**src/rtl/mbde_pkg.sv**
```systemverilog
`timescale 1ns / 1ps

package mbde_pkg;

    // field widths on the ports
    localparam int BTN_W     = 17;
    localparam int NOW_W     = 32;
    localparam int CFG_W     = 16;
    localparam int CFG_IDX_W = 1;

    // default sizing of the button array and the time base
    localparam int NUM_BUTTONS_DEF = 17;
    localparam int TIME_BITS_DEF   = 32;

    // register reset values
    localparam logic [CFG_W-1:0] DEBOUNCE_RST = 16'd50;
    localparam logic [CFG_W-1:0] IGNORE_RST   = 16'd200;

    // register indexes
    localparam logic [CFG_IDX_W-1:0] CFG_DEBOUNCE = 1'b0;
    localparam logic [CFG_IDX_W-1:0] CFG_IGNORE   = 1'b1;

    // stream packing
    localparam int S_RAW_LSB  = 0;
    localparam int S_NOW_LSB  = S_RAW_LSB + BTN_W;
    localparam int S_USED_W   = S_NOW_LSB + NOW_W;
    localparam int S_TDATA_W  = ((S_USED_W + 7) / 8) * 8;

    localparam int M_PRS_LSB  = 0;
    localparam int M_REL_LSB  = M_PRS_LSB + BTN_W;
    localparam int M_DWN_LSB  = M_REL_LSB + BTN_W;
    localparam int M_USED_W   = M_DWN_LSB + BTN_W;
    localparam int M_TDATA_W  = ((M_USED_W + 7) / 8) * 8;

    // control from the top level to every button lane
    typedef struct packed {
        logic load;     // item leaves the input register this cycle
        logic connect;  // item is a connect event
        logic resync;   // time is before the ignore deadline
    } mbde_ctl_t;

endpackage

```
**src/rtl/mbde_in_stage.sv**
```systemverilog
`timescale 1ns / 1ps

module mbde_in_stage #(
    parameter int W = 8
) (
    input  logic         aclk,
    input  logic         aresetn,
    input  logic         in_valid,
    output logic         in_ready,
    input  logic [W-1:0] in_data,
    output logic         out_valid,
    input  logic         out_ready,
    output logic [W-1:0] out_data
);

    logic         valid_reg;
    logic [W-1:0] data_reg;

    assign in_ready  = !valid_reg || out_ready;
    assign out_valid = valid_reg;
    assign out_data  = data_reg;

    always_ff @(posedge aclk) begin
        if (!aresetn) begin
            valid_reg <= 1'b0;
        end else if (in_ready) begin
            valid_reg <= in_valid;
        end
    end

    always_ff @(posedge aclk) begin
        if (in_valid && in_ready) begin
            data_reg <= in_data;
        end
    end

endmodule

```
**src/rtl/mbde_button.sv**
```systemverilog
`timescale 1ns / 1ps

module mbde_button #(
    parameter int TIME_BITS = mbde_pkg::TIME_BITS_DEF
) (
    input  logic                       aclk,
    input  logic                       aresetn,
    input  mbde_pkg::mbde_ctl_t        ctl,
    input  logic                       raw_bit,
    input  logic [TIME_BITS-1:0]       now,
    input  logic [mbde_pkg::CFG_W-1:0] debounce,
    output logic                       pressed,
    output logic                       released,
    output logic                       level_next
);

    logic                 level_reg;
    logic [TIME_BITS-1:0] stamp_reg;
    logic [TIME_BITS-1:0] stamp_next;
    logic [TIME_BITS-1:0] dt;
    logic                 flip;

    always_comb begin
        // wrapping age of the last accepted change
        dt   = now - stamp_reg;
        flip = !ctl.connect && !ctl.resync && (raw_bit != level_reg)
               && (dt > TIME_BITS'(debounce));

        level_next = (ctl.connect || ctl.resync || flip) ? raw_bit : level_reg;

        if (ctl.resync || flip) begin
            stamp_next = now;
        end else if (ctl.connect) begin
            stamp_next = '0;
        end else begin
            stamp_next = stamp_reg;
        end

        pressed  = flip && raw_bit;
        released = flip && !raw_bit;
    end

    always_ff @(posedge aclk) begin
        if (!aresetn) begin
            level_reg <= 1'b0;
            stamp_reg <= '0;
        end else if (ctl.load) begin
            level_reg <= level_next;
            stamp_reg <= stamp_next;
        end
    end

endmodule

```
**src/rtl/multi_button_debounce_events.sv**
```systemverilog
`timescale 1ns / 1ps
// path: an accepted request is held in the input register, then its result in the result register
// throughput: one request per cycle while the sink takes results or the result register is empty
// each item's work is one subtract and compare per button
// s_tready follows m_tready combinationally, so a full pipe still moves when the sink takes a result
// reset (aresetn low, synchronous): pipe empty, levels and stamps zero, not connected, deadline zero
// registers return to debounce_ms 50 and ignore_window_ms 200

module multi_button_debounce_events #(
    parameter int NUM_BUTTONS = mbde_pkg::NUM_BUTTONS_DEF,
    parameter int TIME_BITS   = mbde_pkg::TIME_BITS_DEF
) (
    input  logic                           aclk,
    input  logic                           aresetn,

    // configuration write port
    input  logic                           cfg_wr_en,
    input  logic [mbde_pkg::CFG_IDX_W-1:0] cfg_index,
    input  logic [mbde_pkg::CFG_W-1:0]     cfg_wdata,

    // request channel
    input  logic                           s_tvalid,
    output logic                           s_tready,
    input  logic [mbde_pkg::S_TDATA_W-1:0] s_tdata,  // raw_buttons, now_ms, zero pad
    input  logic [0:0]                     s_tuser,  // func (0 poll, 1 connect)

    // result channel
    output logic                           m_tvalid,
    input  logic                           m_tready,
    output logic [mbde_pkg::M_TDATA_W-1:0] m_tdata   // pressed_events, released_events,
                                                     // down_levels, zero pad
);

    localparam int BTN_W = mbde_pkg::BTN_W;
    localparam int NOW_W = mbde_pkg::NOW_W;
    localparam int CFG_W = mbde_pkg::CFG_W;
    localparam int PAY_W = 1 + NUM_BUTTONS + TIME_BITS;

    // configuration registers
    logic [CFG_W-1:0] debounce_reg;
    logic [CFG_W-1:0] window_reg;

    always_ff @(posedge aclk) begin
        if (!aresetn) begin
            debounce_reg <= mbde_pkg::DEBOUNCE_RST;
            window_reg   <= mbde_pkg::IGNORE_RST;
        end else if (cfg_wr_en) begin
            unique case (cfg_index)
                mbde_pkg::CFG_DEBOUNCE: debounce_reg <= cfg_wdata;
                mbde_pkg::CFG_IGNORE:   window_reg   <= cfg_wdata;
                default: ;
            endcase
        end
    end

    // fit the port fields to the internal button count and time base
    logic [BTN_W-1:0]       s_raw_field;
    logic [NOW_W-1:0]       s_now_field;
    logic [NUM_BUTTONS-1:0] s_raw;
    logic [TIME_BITS-1:0]   s_now;

    assign s_raw_field = s_tdata[mbde_pkg::S_RAW_LSB +: BTN_W];
    assign s_now_field = s_tdata[mbde_pkg::S_NOW_LSB +: NOW_W];

    // buttons beyond the field see a released level
    for (genvar i = 0; i < NUM_BUTTONS; i++) begin : g_raw
        if (i < BTN_W) begin : g_in
            assign s_raw[i] = s_raw_field[i];
        end else begin : g_zero
            assign s_raw[i] = 1'b0;
        end
    end

    // time is kept modulo 2^TIME_BITS
    if (TIME_BITS >= NOW_W) begin : g_now_ext
        assign s_now = TIME_BITS'(s_now_field);
    end else begin : g_now_trunc
        assign s_now = s_now_field[TIME_BITS-1:0];
    end

    // input register
    logic                   st_valid;
    logic [PAY_W-1:0]       st_data;
    logic                   advance;
    logic                   st_func;
    logic [NUM_BUTTONS-1:0] st_raw;
    logic [TIME_BITS-1:0]   st_now;

    mbde_in_stage #(
        .W (PAY_W)
    ) u_in_stage (
        .aclk      (aclk),
        .aresetn   (aresetn),
        .in_valid  (s_tvalid),
        .in_ready  (s_tready),
        .in_data   ({s_now, s_raw, s_tuser[0]}),
        .out_valid (st_valid),
        .out_ready (advance),
        .out_data  (st_data)
    );

    assign st_func = st_data[0];
    assign st_raw  = st_data[1 +: NUM_BUTTONS];
    assign st_now  = st_data[1 + NUM_BUTTONS +: TIME_BITS];

    // connection state and ignore deadline
    logic                   connected_reg;
    logic [TIME_BITS-1:0]   deadline_reg;
    logic [TIME_BITS-1:0]   deadline_new;
    logic [TIME_BITS-1:0]   deadline_eff;
    logic [NUM_BUTTONS-1:0] raw_eff;
    mbde_pkg::mbde_ctl_t    ctl;

    always_comb begin
        // the result register frees up when empty or when its result is taken
        advance      = !m_tvalid || m_tready;
        deadline_new = st_now + TIME_BITS'(window_reg);
        // a connect compares against the deadline it sets itself
        deadline_eff = st_func ? deadline_new : deadline_reg;
        // raw levels read as released until the first connect
        raw_eff      = (st_func || connected_reg) ? st_raw : '0;
        ctl.load     = st_valid && advance;
        ctl.connect  = st_func;
        ctl.resync   = st_now < deadline_eff;
    end

    always_ff @(posedge aclk) begin
        if (!aresetn) begin
            connected_reg <= 1'b0;
            deadline_reg  <= '0;
        end else if (ctl.load && st_func) begin
            connected_reg <= 1'b1;
            deadline_reg  <= deadline_new;
        end
    end

    // one lane per button: debounced level and change stamp
    logic [NUM_BUTTONS-1:0] pressed;
    logic [NUM_BUTTONS-1:0] released;
    logic [NUM_BUTTONS-1:0] level_next;

    for (genvar i = 0; i < NUM_BUTTONS; i++) begin : g_btn
        mbde_button #(
            .TIME_BITS (TIME_BITS)
        ) u_button (
            .aclk       (aclk),
            .aresetn    (aresetn),
            .ctl        (ctl),
            .raw_bit    (raw_eff[i]),
            .now        (st_now),
            .debounce   (debounce_reg),
            .pressed    (pressed[i]),
            .released   (released[i]),
            .level_next (level_next[i])
        );
    end

    // fit the lane vectors back to the field width; bits without a button read zero
    logic [BTN_W-1:0] prs_field;
    logic [BTN_W-1:0] rel_field;
    logic [BTN_W-1:0] dwn_field;

    for (genvar j = 0; j < BTN_W; j++) begin : g_out
        if (j < NUM_BUTTONS) begin : g_btn_bit
            assign prs_field[j] = pressed[j];
            assign rel_field[j] = released[j];
            assign dwn_field[j] = level_next[j];
        end else begin : g_zero_bit
            assign prs_field[j] = 1'b0;
            assign rel_field[j] = 1'b0;
            assign dwn_field[j] = 1'b0;
        end
    end

    // result register
    logic                           m_valid_reg;
    logic [mbde_pkg::M_TDATA_W-1:0] m_data_reg;
    logic [mbde_pkg::M_TDATA_W-1:0] m_data_next;

    always_comb begin
        m_data_next = '0;
        m_data_next[mbde_pkg::M_PRS_LSB +: BTN_W] = prs_field;
        m_data_next[mbde_pkg::M_REL_LSB +: BTN_W] = rel_field;
        m_data_next[mbde_pkg::M_DWN_LSB +: BTN_W] = dwn_field;
    end

    always_ff @(posedge aclk) begin
        if (!aresetn) begin
            m_valid_reg <= 1'b0;
        end else if (advance) begin
            m_valid_reg <= st_valid;
        end
    end

    always_ff @(posedge aclk) begin
        if (ctl.load) begin
            m_data_reg <= m_data_next;
        end
    end

    assign m_tvalid = m_valid_reg;
    assign m_tdata  = m_data_reg;

endmodule

```
**config.mk**
```make
export PLATFORM = sky130hd
export DESIGN_NAME = multi_button_debounce_events
export DESIGN_NICKNAME = d
export VERILOG_FILES = /design/src/rtl/mbde_pkg.sv /design/src/rtl/mbde_in_stage.sv /design/src/rtl/mbde_button.sv /design/src/rtl/multi_button_debounce_events.sv
export SDC_FILE = /design/constraint.sdc
export NUM_CORES = 2
export LEC_CHECK = 0
export ABC_CLOCK_PERIOD_IN_PS = 17800
export BUFFER_PORTS_ARGS = -buffer_cell sky130_fd_sc_hd__buf_4
export CAP_MARGIN = 20
export CORE_MARGIN = 3
export CORE_UTILIZATION = 55
export CTS_CLUSTER_SIZE = 16
export DETAILED_ROUTE_END_ITERATION = 10
export HOLD_SLACK_MARGIN = 0.08
export PLACE_DENSITY = 0.71
export SYNTH_ARGS = -nofsm -noshare
export SYNTH_HDL_FRONTEND = slang
export SYNTH_HIERARCHICAL = 1
export SYNTH_SLANG_ARGS = --single-unit
export TNS_END_PERCENT = 20
```
**constraint.sdc**
```tcl
create_clock -name aclk -period 17.8 [get_ports aclk]
set_input_delay 3.56 -clock aclk [delete_from_list [all_inputs] [get_ports aclk]]
set_output_delay 3.56 -clock aclk [all_outputs]
set_load 0.02 [all_outputs]
```
* Yosys cells after proc, flatten, opt, wreduce, memory -nomap -nowiden
Index checks and enable logic that the tools add are counted.
Storage, ports and cells: register bits after elaboration 729, input bits 79
Operators by class: reductions and logical operators 167, order comparisons 18, $add $sub $neg 18, bitwise logic cells 1, multiplexer cells 37, equal/unequal tests 17
Operator list (number):
- two-way mux 32 bit | 19
- greater-than comparator 32 x 16 -> 1 bit | 17
- subtractor 32 bit | 17
- logical AND 1 bit | 72
- logical OR 1 bit | 38
- AND reduction 2 bit | 19
- nonzero test 2 bit | 17
- adder 32 x 16 -> 32 bit | 1
- less-than comparator 32 bit | 1
- logical NOT 1 bit | 21
- two-way mux 1 bit | 17
- two-way mux 17 bit | 1
- != test 1 bit | 17
- NOT 1 bit | 1

* Logic depth before layout (Yosys ltp)
word-level depth 10, gate-level depth with buffers 25, gate-level depth less buffers 24

* Cells and area by module
Netlist, hierarchy kept.
By module, submodules not included:
- mbde_button (g_btn[11].u_button ...) | sequential area each 660.6 sq um, cells an instance 606, area an instance 4184.0 sq um, instances 10
- mbde_button (g_btn[0].u_button ...) | sequential area each 660.6 sq um, cells an instance 574, area an instance 4175.3 sq um, instances 3
- multi_button_debounce_events | sequential area each 2852.7 sq um, cells an instance 618, area an instance 6228.5 sq um, instances 1
- mbde_button (g_btn[8].u_button) | sequential area each 660.6 sq um, cells an instance 635, area an instance 4400.5 sq um, instances 1
- mbde_button (g_btn[10].u_button) | sequential area each 660.6 sq um, cells an instance 610, area an instance 4384.2 sq um, instances 1
- mbde_button (g_btn[9].u_button) | sequential area each 660.6 sq um, cells an instance 471, area an instance 3779.9 sq um, instances 1
- mbde_button (g_btn[15].u_button) | sequential area each 660.6 sq um, cells an instance 480, area an instance 3749.8 sq um, instances 1
- mbde_in_stage | sequential area each 1521.5 sq um, cells an instance 55, area an instance 1559.0 sq um, instances 1

* Least setup slack after synthesis
Ideal clock, no wire load.
path type in2reg, start input m_tready, end register g_btn[8].u_button.stamp_reg[1], buffers on the path 1, required time 17.732 ns, data arrival time 7.595 ns, path slack 10.137 ns, cell stages on the path 7, path through nand2b_1 -> and2_1 -> and2_1 -> nor3b_1 -> buf_2 -> a31oi_1 -> nand3_1
RTL lines:
- start: declaration | RTL line multi_button_debounce_events.sv:29 | input logic m_tready,
- end signal: assignment | RTL line mbde_button.sv:49 | stamp_reg <= stamp_next;
- end: declaration | RTL line mbde_button.sv:18 | logic [TIME_BITS-1:0] stamp_reg;

* Final worst setup path
start input m_tready, end output s_tready
On the way: longest elaborated chain between the ends 2
RTL lines:
- logical OR 1 bit | RTL line multi_button_debounce_events.sv:116 | advance = !m_tvalid || m_tready;
- named net advance | RTL line multi_button_debounce_events.sv:84 | logic advance;
- logical OR 1 bit | RTL line mbde_in_stage.sv:19 | assign in_ready = !valid_reg || out_ready;
- end: declaration | RTL line multi_button_debounce_events.sv:23 | output logic s_tready,
The timed path passes the listed nets, and every way through them passes these cells.

==> metrics.yaml <==
die:
  die_w_um: 384
  io_pins: 137
  core_mm2: 0.141
  initial_core_util_pct: 55.8
  placementRows: 137
  die_h_um: 384
  dieArea_mm2: 0.147
layout:
  fin_nets: 11500
  fin_area_mm2: 0.0842
  fill_cells: 13000
  drive_above_1_share_pct: 6.88
  multi_input_area_mm2: 0.0570
  fin_cells: 12500
  seq_area_mm2: 0.0156
  largest_reg_flops: 544
  syn2layout_area_growth_pct: 7.36
synth:
  ys_async_sr_fraction_pct: 0
  syn_inst: 10700
  synth_common_cells: "1305 x nand2_1, 931 x inv_1, 899 x nand3_1, 846 x ha_1, 793 x a21oi_1"
  avgSynthCellArea_um2: 7.37
  synthTopCellsByArea: "dfxtp_1 16%, ha_1 13%, nand2_1 6.2%"
  yosysSeqAreaShare_pct: 19.9
  yosysWarningCount: 6
  netlist_area_mm2: 0.0785
  netlist.area_leader.share_pct: 16.0
  synthFlopType: "dfxtp_1"
  synth_edf_count: 101
  synth.ff_latch_count: 729
  synth_most_common_cell: "nand2_1"
  yosysUniqueCellTypes: 125
  yosysTopAreaCell: "dfxtp_1"
hold_path:
  min-delay-start: "deadline_reg[8]$_SDFFE_PN0P_"
  worstHoldPathCells: 2
  hold_path.class: "flip-flop to flip-flop"
  holdPathEnd: "deadline_reg[8]$_SDFFE_PN0P_"
place:
  place_area_mm2: 0.0808
  dp_hpwl_um: 180000
  numPortBuffers: 124
  place_inst: 12300
  gp_congestion: 0.975
drt:
  via_per_inst: 6.48
  vias: 80900
  drc_errors: 0
  dr.pass1.iters: 6
  wl_um: 264000
  drtIter0Drc: 9103
  wire_per_inst_um: 21.2
  ant_nets: 0
setup_path:
  critical_path_arrival_ns: 4.17
  worst-path-buf-inv: 2
  cp.required_ns: 14.24
  critPathKind: "input port to output pin"
  cp-end-kind: "output pin"
  start_kind: "input port"
  crit_chain: "buf_4 -> nand2b_1 -> nand2b_4 -> buf_4"
  slowest_stage: "nand2b_1"
  r2r-start: "u_in_stage/out_data[18]$_DFFE_PP_"
  crit_path_frequent_cell: "buf_4"
  ff2ff_setup_slack_ns: 10.21
  reg2regPathDepth: 25
  critPathMaxFanout: 4
  crit_family: "simple AND/OR/NAND/NOR gates"
  critPathMaxStageDelay_ns: 0.18
  regToRegEndpoint: "g_btn[10].u_button/stamp_reg[8]$_SDFFE_PN0P_"
global_route:
  grtUsageTotal_pct: 34.2
  antenna_found_initial: 7
  grt_start_max_net_pins: 129
  grt_pass1_vias: 72900
  grt_pass1_wl_um: 408000
  grt_overflow: 0
timing:
  period_minus_slack_ns: 7.73
  fmax_mhz: 129
  clock_skew_ns: 0.0389
  finalMaxSlewViolations: 0
  fin_crit_sh_pct: 43.4
  rsz0062_at_grt: "no"
  tns_ns: 0
  hold_viol: 0
  setup_viol: 0
  relSlewSlack_pct: 29.7
  tightest_slew_ns: 1.05
power_and_ir_drop:
  leakage_nw: 34.1
  irDropWorstVdd_mv: 0.0887
  p_per_area_mw_per_mm2: 77.1
clock_network:
  cts_hold_buf: 0
  clockBufferDepth: 3
  clock_latency_ns: 0.73
  htreeDepth: 3
  clkTransAtPathRegs_ns: 0.06
  cts_sinks: 729
  cts_resized: 0
  cts_tree: "done"
  root_buffer: "clkbuf_16"
  post_cts_buffers: 0
  cts_made_buffers: 93
job:
  maxCapViolCount: 0
status:
  status: "complete, no violations"
[logic make-up after synthesis]
group                      Yosys count  synth area share [%]
adders and majority gates          864                  13.9
xor gates and xnor gates           420                  4.69
other                                1               0.00478
muxes                               88                  1.22
and+or+nand+nor                   4151                  26.2
AOI/OAI and AO/OA                 2954                  26.3
buffers and inverters             1444                  7.75
DFF                                729                  19.9
[power by group]
part | internal (mW) | switching (mW) | leakage (nW)
clock network | 1.22 | 0.808 | 1.58
registers | 1.77 | 0.0735 | 6.08
logic | 0.976 | 1.64 | 26.4
total | 3.97 | 2.52 | 34.1
[layer usage]
layer,wire length [um],GRT usage (%),share of wire (%)
met5,11,0,0.0042
met4,10000,11.8,3.8
met3,25200,4.68,9.5
met2,110000,50.9,42
met1,119000,50.2,45
[cells in the final DEF, fill, tap and decap left out, drive strengths merged, types with 206 or more instances in the layout]
cell	netlist	routed
nand4	251	251
a21oi	824	824
nor2	649	649
inv	931	937
xnor2	265	265
a21o	206	206
o21ai	464	464
nand2	1309	1309
dfxtp	628	628
nand3	899	899
ha	846	846
buf	193	287
[tightest hold or removal path: stages, from the launching register on]
cell and delay [ns]:
dfxtp_1 0.31, nand2_1 0.04, a21boi_0 0.06
[area by class of cell]
cell class	count	share of cell area [%]
multi-input combinational	8482	67.7
timing repair buffer	287	3.01
clock inverter	43	0.634
inverter	931	4.15
clock buffer	133	3.21
sequential	729	18.5
tap	1876	2.79
antenna	3	0.00891
[worst max-delay path by stage]
stage               cells past startpoint  slack (ns)                                            to                              start
floorplan                               7       10.14   g_btn[8].u_button/stamp_reg[1]$_SDFFE_PN0P_                           m_tready
global placement                        4       10.09                                      s_tready                           m_tready
detailed placement                      4       10.06                                      s_tready                           m_tready
CTS                                     4       10.07                                      s_tready                           m_tready
global route                           25        10.0  g_btn[10].u_button/stamp_reg[3]$_SDFFE_PN0P_  u_in_stage/out_data[18]$_DFFE_PP_
finish                                  4       10.07                                      s_tready                           m_tready
[stage by stage]
stage	util, %	worst slack (ns)	power, mW	hold WS (ns)
after floorplan	-	10.14	3.76	0.441
after global placement	57.3	10.09	4.36	0.451
after detailed placement	57.5	10.06	4.43	0.457
after CTS	59.8	10.07	6.47	0.465
after global routing	59.9	10.0	6.86	0.489
final	59.9	10.07	6.49	0.463
Note: power is estimated with default switching activity, not from simulation.
